## config.mk

```make
export PLATFORM = sky130hd
export DESIGN_NAME = delayed_load_register_file_top
export DESIGN_NICKNAME = d
export VERILOG_FILES = /design/src/design/dlrf_pkg.sv /design/src/design/delayed_load_register_file_top.sv
export SDC_FILE = /design/constraint.sdc
export NUM_CORES = 2
export LEC_CHECK = 0
export BUFFER_PORTS_ARGS = -buffer_cell sky130_fd_sc_hd__clkbuf_2
export CORE_MARGIN = 3
export CORE_UTILIZATION = 58
export CTS_CLUSTER_SIZE = 10
export DETAILED_ROUTE_END_ITERATION = 16
export MAX_ROUTING_LAYER = met4
export PLACE_DENSITY = 0.75
export SYNTH_ARGS = -nofsm -noshare
export SYNTH_HDL_FRONTEND = slang
export SYNTH_SLANG_ARGS = --single-unit
```

## constraint.sdc

```tcl
create_clock -name clk -period 9.4 [get_ports clk]
set_clock_uncertainty 0.15 [all_clocks]
set_input_delay 1.41 -clock clk [delete_from_list [all_inputs] [get_ports clk]]
set_output_delay 1.41 -clock clk [all_outputs]
set_load 0.03 [all_outputs]
```

## src/design/dlrf_pkg.sv

```systemverilog
// Shared types and constants for the delayed-load register file.
// No dependencies; used by the top level and its checker.
package dlrf_pkg;

	localparam int QUEUE_DEPTH = 4;
	localparam int REG_COUNT   = 32;

	localparam int IDX_W  = 5;
	localparam int DATA_W = 32;
	localparam int DLY_W  = 3;
	localparam int ADDR_W = $clog2(REG_COUNT);
	localparam int CNT_W  = $clog2(QUEUE_DEPTH + 1);

	typedef logic [IDX_W-1:0]  reg_idx_t;
	typedef logic [DATA_W-1:0] word_t;
	typedef logic [DLY_W-1:0]  dly_t;
	typedef logic [ADDR_W-1:0] addr_t;
	typedef logic [CNT_W-1:0]  cnt_t;

	localparam dly_t LOAD_DELAY_RESET = dly_t'(1);

	typedef struct packed {
		reg_idx_t read_index_a;
		reg_idx_t read_index_b;
		logic     load_valid;
		reg_idx_t load_index;
		word_t    load_value;
	} in_word_t;

	typedef struct packed {
		word_t read_value_a;
		word_t read_value_b;
		logic  queue_overflow;
	} out_word_t;

	// register exists and is not the hardwired zero
	function automatic logic is_live_reg(reg_idx_t idx);
		return (idx != '0) && (32'(idx) < REG_COUNT);
	endfunction

endpackage

```

## src/design/delayed_load_register_file_top.sv

```systemverilog
// Delayed-load register file, top level.
// Depends on dlrf_pkg.
//
// A general register file whose loads land late, as in a load delay slot.
// Each accepted in_data word is one instruction cycle: both read ports return
// the register contents as they stood before that cycle, an optional load is
// queued with the delay held in the configuration register (cfg_wr_en /
// cfg_wr_data, reset value 1), and then every pending load ticks; a load whose
// counter was zero retires into the bank, oldest first. A load arriving while
// QUEUE_DEPTH loads are pending is dropped and flagged in queue_overflow.
// Register zero always reads zero. The block takes one word per clock while the
// output is not stalled; the result leaves on out_data by way of the working
// stage and then the output register, paced by the output handshake.
// The bank is a two-read, one-write memory with registered read data, so
// several loads retiring in one cycle go through a small write buffer that
// drains one entry per clock into the bank; reads see that buffer by
// forwarding. The bank is cleared at reset by per-entry valid bits: there is
// no clearing pass and no start-up wait.
module delayed_load_register_file_top (
	input  logic                 clk,
	input  logic                 arst_n,
	input  logic                 cfg_wr_en,
	input  dlrf_pkg::dly_t       cfg_wr_data,
	input  logic                 in_valid,
	output logic                 in_ready,
	input  dlrf_pkg::in_word_t   in_data,
	output logic                 out_valid,
	input  logic                 out_ready,
	output dlrf_pkg::out_word_t  out_data
);

	// configuration
	dlrf_pkg::dly_t load_delay_q;

	// working stage
	logic               valid_s1;
	dlrf_pkg::in_word_t item_s1;
	dlrf_pkg::word_t    rd_a_s1;
	dlrf_pkg::word_t    rd_b_s1;

	// pending load queue, entry 0 is the oldest
	dlrf_pkg::reg_idx_t pend_idx_q  [dlrf_pkg::QUEUE_DEPTH];
	dlrf_pkg::word_t    pend_data_q [dlrf_pkg::QUEUE_DEPTH];
	dlrf_pkg::dly_t     pend_dly_q  [dlrf_pkg::QUEUE_DEPTH];
	dlrf_pkg::cnt_t     pend_cnt_q;
	dlrf_pkg::reg_idx_t pend_idx_d  [dlrf_pkg::QUEUE_DEPTH];
	dlrf_pkg::word_t    pend_data_d [dlrf_pkg::QUEUE_DEPTH];
	dlrf_pkg::dly_t     pend_dly_d  [dlrf_pkg::QUEUE_DEPTH];
	dlrf_pkg::cnt_t     pend_cnt_d;

	// write buffer of retired loads not yet in the bank, entry 0 is the oldest
	dlrf_pkg::reg_idx_t wb_idx_q  [dlrf_pkg::QUEUE_DEPTH];
	dlrf_pkg::word_t    wb_data_q [dlrf_pkg::QUEUE_DEPTH];
	dlrf_pkg::cnt_t     wb_cnt_q;
	dlrf_pkg::reg_idx_t wb_idx_d  [dlrf_pkg::QUEUE_DEPTH];
	dlrf_pkg::word_t    wb_data_d [dlrf_pkg::QUEUE_DEPTH];
	dlrf_pkg::cnt_t     wb_cnt_d;

	// register bank
	dlrf_pkg::word_t                bank_q [dlrf_pkg::REG_COUNT];
	logic [dlrf_pkg::REG_COUNT-1:0] bank_vld_q;

	// output register
	logic                out_valid_q;
	dlrf_pkg::out_word_t out_q;

	logic            fire;
	logic            accept;
	logic            drain;
	dlrf_pkg::addr_t rd_addr_a;
	dlrf_pkg::addr_t rd_addr_b;
	dlrf_pkg::addr_t drain_addr;
	dlrf_pkg::word_t fwd_a;
	dlrf_pkg::word_t fwd_b;
	logic            overflow;

	// The working stage completes whenever the output register is free.
	assign fire     = valid_s1 && (!out_valid_q || out_ready);
	assign in_ready = !valid_s1 || fire;
	assign accept   = in_valid && in_ready;

	assign out_valid = out_valid_q;
	assign out_data  = out_q;

	// Buffer drains one entry per clock, independent of traffic.
	assign drain      = (wb_cnt_q != '0);
	assign drain_addr = wb_idx_q[0][dlrf_pkg::ADDR_W-1:0];

	// Bank is re-read every cycle at the indexes of the word that will sit in
	// the working stage, so a stalled word still sees buffer drains.
	assign rd_addr_a = accept ? in_data.read_index_a[dlrf_pkg::ADDR_W-1:0]
	                          : item_s1.read_index_a[dlrf_pkg::ADDR_W-1:0];
	assign rd_addr_b = accept ? in_data.read_index_b[dlrf_pkg::ADDR_W-1:0]
	                          : item_s1.read_index_b[dlrf_pkg::ADDR_W-1:0];

	always_ff @(posedge clk) begin
		if (drain) begin
			bank_q[drain_addr] <= wb_data_q[0];
		end
		// write-through bypass for the entry being drained
		if (drain && (drain_addr == rd_addr_a)) begin
			rd_a_s1 <= wb_data_q[0];
		end else begin
			rd_a_s1 <= bank_vld_q[rd_addr_a] ? bank_q[rd_addr_a] : '0;
		end
		if (drain && (drain_addr == rd_addr_b)) begin
			rd_b_s1 <= wb_data_q[0];
		end else begin
			rd_b_s1 <= bank_vld_q[rd_addr_b] ? bank_q[rd_addr_b] : '0;
		end
	end

	// Read value = newest buffered write to that register, else the bank.
	always_comb begin
		fwd_a = rd_a_s1;
		fwd_b = rd_b_s1;
		for (int i = 0; i < dlrf_pkg::QUEUE_DEPTH; i++) begin
			if (dlrf_pkg::cnt_t'(i) < wb_cnt_q) begin
				if (wb_idx_q[i] == item_s1.read_index_a) begin
					fwd_a = wb_data_q[i];
				end
				if (wb_idx_q[i] == item_s1.read_index_b) begin
					fwd_b = wb_data_q[i];
				end
			end
		end
		if (!dlrf_pkg::is_live_reg(item_s1.read_index_a)) begin
			fwd_a = '0;
		end
		if (!dlrf_pkg::is_live_reg(item_s1.read_index_b)) begin
			fwd_b = '0;
		end
	end

	// Enqueue, then tick: retiring entries append to the write buffer in
	// queue order, survivors compact toward entry 0.
	always_comb begin
		dlrf_pkg::reg_idx_t e_idx  [dlrf_pkg::QUEUE_DEPTH];
		dlrf_pkg::word_t    e_data [dlrf_pkg::QUEUE_DEPTH];
		dlrf_pkg::dly_t     e_dly  [dlrf_pkg::QUEUE_DEPTH];
		dlrf_pkg::cnt_t     e_cnt;
		dlrf_pkg::cnt_t     kept;
		dlrf_pkg::cnt_t     w_cnt;

		e_idx    = pend_idx_q;
		e_data   = pend_data_q;
		e_dly    = pend_dly_q;
		e_cnt    = pend_cnt_q;
		overflow = 1'b0;
		if (item_s1.load_valid) begin
			if (pend_cnt_q == dlrf_pkg::cnt_t'(dlrf_pkg::QUEUE_DEPTH)) begin
				overflow = 1'b1;
			end else begin
				for (int i = 0; i < dlrf_pkg::QUEUE_DEPTH; i++) begin
					if (dlrf_pkg::cnt_t'(i) == pend_cnt_q) begin
						e_idx[i]  = item_s1.load_index;
						e_data[i] = item_s1.load_value;
						e_dly[i]  = load_delay_q;
					end
				end
				e_cnt = pend_cnt_q + dlrf_pkg::cnt_t'(1);
			end
		end

		for (int i = 0; i < dlrf_pkg::QUEUE_DEPTH; i++) begin
			if (drain) begin
				wb_idx_d[i]  = wb_idx_q[(i + 1 < dlrf_pkg::QUEUE_DEPTH) ? i + 1 : i];
				wb_data_d[i] = wb_data_q[(i + 1 < dlrf_pkg::QUEUE_DEPTH) ? i + 1 : i];
			end else begin
				wb_idx_d[i]  = wb_idx_q[i];
				wb_data_d[i] = wb_data_q[i];
			end
		end
		w_cnt = wb_cnt_q - dlrf_pkg::cnt_t'(drain);

		pend_idx_d  = pend_idx_q;
		pend_data_d = pend_data_q;
		pend_dly_d  = pend_dly_q;
		pend_cnt_d  = pend_cnt_q;
		kept        = '0;
		if (fire) begin
			for (int i = 0; i < dlrf_pkg::QUEUE_DEPTH; i++) begin
				if (dlrf_pkg::cnt_t'(i) < e_cnt) begin
					if (e_dly[i] == '0) begin
						// writes to register zero or past the bank just vanish
						if (dlrf_pkg::is_live_reg(e_idx[i])) begin
							for (int j = 0; j < dlrf_pkg::QUEUE_DEPTH; j++) begin
								if (dlrf_pkg::cnt_t'(j) == w_cnt) begin
									wb_idx_d[j]  = e_idx[i];
									wb_data_d[j] = e_data[i];
								end
							end
							w_cnt = w_cnt + dlrf_pkg::cnt_t'(1);
						end
					end else begin
						for (int j = 0; j < dlrf_pkg::QUEUE_DEPTH; j++) begin
							if (dlrf_pkg::cnt_t'(j) == kept) begin
								pend_idx_d[j]  = e_idx[i];
								pend_data_d[j] = e_data[i];
								pend_dly_d[j]  = e_dly[i] - dlrf_pkg::dly_t'(1);
							end
						end
						kept = kept + dlrf_pkg::cnt_t'(1);
					end
				end
			end
			pend_cnt_d = kept;
		end
		wb_cnt_d = w_cnt;
	end

	// control state
	always_ff @(posedge clk or negedge arst_n) begin
		if (!arst_n) begin
			load_delay_q <= dlrf_pkg::LOAD_DELAY_RESET;
			valid_s1     <= 1'b0;
			pend_cnt_q   <= '0;
			wb_cnt_q     <= '0;
			out_valid_q  <= 1'b0;
			bank_vld_q   <= '0;
		end else begin
			if (cfg_wr_en) begin
				load_delay_q <= cfg_wr_data;
			end
			if (accept) begin
				valid_s1 <= 1'b1;
			end else if (fire) begin
				valid_s1 <= 1'b0;
			end
			pend_cnt_q <= pend_cnt_d;
			wb_cnt_q   <= wb_cnt_d;
			if (fire) begin
				out_valid_q <= 1'b1;
			end else if (out_ready) begin
				out_valid_q <= 1'b0;
			end
			if (drain) begin
				bank_vld_q[drain_addr] <= 1'b1;
			end
		end
	end

	// payload
	always_ff @(posedge clk) begin
		if (accept) begin
			item_s1 <= in_data;
		end
		pend_idx_q  <= pend_idx_d;
		pend_data_q <= pend_data_d;
		pend_dly_q  <= pend_dly_d;
		wb_idx_q    <= wb_idx_d;
		wb_data_q   <= wb_data_d;
		if (fire) begin
			out_q.read_value_a   <= fwd_a;
			out_q.read_value_b   <= fwd_b;
			out_q.queue_overflow <= overflow;
		end
	end

endmodule

```

==> impl_metrics.csv <==
group,metric,value,unit
job,max-cap-violations,0,
worst_setup_path,worst-setup-path-type,"register to register",
yosys,synthArstFlopShare,0.02771,
routing,viasPerCell,7.333,
timing,timing.setup.tns,0,ps
yosys,yosys_warnings,0,
cts,ctsRootBufferMaster,"clkbuf_16",
yosys,yosys_register_bits,1552,
cts,cts_resized,0,
hold_path,hold_class,"register to register",
timing,period_needed,7936,ps
routing,vias,57790,
timing,final_hold_viol_count,0,
yosys,ys_types,71,
finish,area_growth,9.440,%
yosys,syn_nets,6084,
global_route,grt_pass1_wl,370500,um
timing,finalSetupViolations,0,
timing,period_share,0.8443,
yosys,synth_cells,5988,
worst_setup_path,worstSetupStartpointType,"register",
worst_setup_path,cp_cell_sequence,"inv_1 > ha_1 > nand3b_1 > buf_4 > mux2i_1 > ha_1 > nor2b_1 > mux2i_1 > a21oi_1 > a21oi_1 > a21oi_1 > ha_1 > and2_1 > a21o_1 > ha_1 > xor2_1 > xnor2_1 > a211oi_1 > a2111oi_0 > a211oi_2 > nand3_1 > buf_4 > nand3_1 > a22oi_1",
power_and_ir_drop,power.leakage,31.44,nW
placed_design,io_buffers,122,
cts,post-cts-setup-buffer-count,0,
worst_setup_path,critPathRequiredTime,9890,ps
timing,maxSlewViolCount,0,
routing,ant_nets,0,
worst_setup_path,crit_buf_inv,3,
status,status,"completed",
finish,final_common_cell,"edfxtp_1",
timing,fmax,0.1260,GHz
routing,drtIter0Drc,8691,
floorplanning,io-pin-count,123,
global_route,grt_overflow,0,
floorplanning,start_util,0.5872,
floorplanning,chipHeight,380.3,um
cts,htreeDepth,4,
finish,layout.cells.most_common_list,"edfxtp_1 (1,334), mux2i_1 (708), mux4_2 (529), nand2_1 (467), nor2_1 (367)",
placed_design,hpwl,138900,um
routing,routedWlPerCell,31.75,um
timing,maxSlewHeadroom,0.03450,
cts,cts_made_buffers,178,
finish,drive_above_1_share,0.2035,
worst_setup_path,crit_top_cell,"ha_1",
global_route,grt_pass1_vias,56760,
worst_setup_path,cp_slowest_stage_delay,820,ps
finish,nNetsFinal,6001,
worst_setup_path,end_kind,"register",
cts,clkLatencyLatePin,810,ps
floorplanning,core_area,0.1383,mm2
routing,drt-total-wl,250200,um
power_and_ir_drop,irDropWorstVdd,320.9,uV
global_route,grt_max_degree,148,
timing,rsz0062_at_grt,"no",
power_and_ir_drop,powerDensity,324.0,mW/mm2
yosys,netlist_area,0.08124,mm2
worst_setup_path,path_delay_family,"compound AO/OA/AOI/OAI gates",
finish,post-route-util,0.6426,
placed_design,place.gp.congestion,0.9254,
yosys,synth_edf_count,1334,
worst_setup_path,critPathArrivalTime,8420,ps
routing,route.detailed.drc,0,
cts,clk_pin_slew,60,ps
cts,cts_tree,"built",
yosys,synth_area_per_cell,13.57,um2
global_route,antenna_found_initial,3,
floorplanning,dieWidth,380.3,um
floorplanning,die_area,0.1446,mm2
cts,clk_path_buf_depth,3,
worst_setup_path,cp_slowest_cell,"a21oi_1",
yosys,ys.flop_type,"edfxtp_1",
cts,hold_buffers,0,
worst_setup_path,path_max_fanout,23,
cts,cts_sinks,1552,
yosys,seq_area_frac_synth,0.5495,
global_route,grt.total_usage,0.3521,
floorplanning,fp-row-count,136,
routing,drtPass1Iterations,9,
timing,worst-slew-pin-transition,1446,ps
## cell type report
class | count | area (um2)
tap | 1863 | 2331
multi-input combinational | 3878 | 34850
inverter | 28 | 115.1
fill | 9742 | 49440
clock inverter | 23 | 330.3
timing repair buffer | 267 | 1812
sequential | 1552 | 44640
antenna | 2 | 5.005
clock buffer | 268 | 4822
## metal layers
layer,wire length (um),vias up,track usage,share of wire
met1,88130,28660,0.4496,0.35
li1,-,23670,-,-
met5,0,-,-,0
met4,13870,0,0.1732,0.055
met2,114800,4489,0.5305,0.46
met3,33400,973,0.08726,0.13
## power breakdown
group	internal, mW	switching, mW	leakage (nW)
sequential	10.0	1.21	14.1
combinational	4.01	7.24	14.9
clock	3.55	2.78	2.47
total	17.6	11.2	31.4
## worst reg2reg max path, delay by kind of cell, from the launching register on
| kind | cells | cell delay [ps] |
|---|---|---|
| fa+ha+maj | 4 | 1200 |
| xor+xnor | 2 | 390 |
| flops | 1 | 450 |
| simple gates | 5 | 1450 |
| compound gates | 8 | 2510 |
| mux | 2 | 530 |
| buf+inv | 3 | 1110 |
## state kept, by name (all words and copies together) (netlist names)
register and flops:
load_delay_q 3, pend_data_q 128, bank_vld_q 32, rd_b_s1 32
out_valid 1, item_s1 48, drain_addr 5, wb_idx_q 15
wb_data_q 128, wb_cnt_q 3, rd_a_s1 32, out_data 65
pend_idx_q 20, valid_s1 1, pend_cnt_q 3, bank_q 1024
pend_dly_q 12
## stage by stage
step                cell area (um2)  instances  worst slack [ps]  hold WS, ps  power, mW
detailed placement            83750       7588              1764        318.4      22.07
finish                        88910       7881              1464        335.0      28.80
CTS                           88900       7879              1727        331.5      28.42
global route                  88900       7880              1049        349.4      30.02
floorplan                     81240       5988              2748        301.5      18.49
global placement              83750       7588              2050        314.3      21.66
## synthesized netlist by cell type (7+ instances only)
cell / count / area [um2]
mux4_2: 529 / 11910
nor3_1: 14 / 70.07
a211oi_1: 209 / 1569
and3_1: 8 / 50.05
ha_1: 40 / 500.5
o311ai_0: 32 / 280.3
nor2_1: 404 / 1516
or2_2: 36 / 225.2
nor4_1: 11 / 68.82
buf_2: 94 / 470.5
nand2b_1: 11 / 68.82
o21ai_0: 341 / 1707
dfrtp_1: 42 / 1051
nand3_1: 126 / 630.6
mux2_2: 57 / 641.9
or4_1: 10 / 75.07
a22oi_1: 46 / 345.3
mux2i_1: 713 / 7137
xor2_1: 37 / 324.1
a222oi_1: 31 / 310.3
nand2_1: 477 / 1790
buf_6: 7 / 78.83
o211ai_1: 239 / 1794
a22oi_2: 30 / 375.4
xnor2_1: 27 / 236.5
nand3b_1: 7 / 52.55
clkbuf_1: 351 / 1318
a31oi_1: 11 / 68.82
a21oi_1: 237 / 1186
dfxtp_1: 175 / 3503
o22ai_1: 138 / 863.3
buf_1: 75 / 281.5
edfxtp_1: 1334 / 40060
inv_1: 26 / 97.59
## cell families (layout without fill, tap and decap cells)
family	Yosys count	count (layout)	share of synthesized area
other	0	2	0
adders and majority gates	40	40	0.006161
DFF	1552	1552	0.5495
and+or+nand+nor	1128	1128	0.05837
AOI/OAI and AO/OA	1345	1345	0.1083
muxes	1300	1300	0.2426
xor gates and xnor gates	65	65	0.007100
buffers and inverters	558	586	0.02802
## final timing paths
path	from	to	slack (ps)	cells past startpoint
setup reg to reg	pend_cnt_q[0]	wb_data_q[46]	1460	24
setup / recovery	pend_cnt_q[0]	wb_data_q[46]	1460	24
hold reg to reg	bank_vld_q[30]	bank_vld_q[30]	330	1
hold / removal	bank_vld_q[30]	bank_vld_q[30]	330	1
max in group asynchronous	arst_n	bank_vld_q[20]	8060	2
min in group asynchronous	arst_n	load_delay_q[1]	550	2
Power figures use the tool's default switching activity.
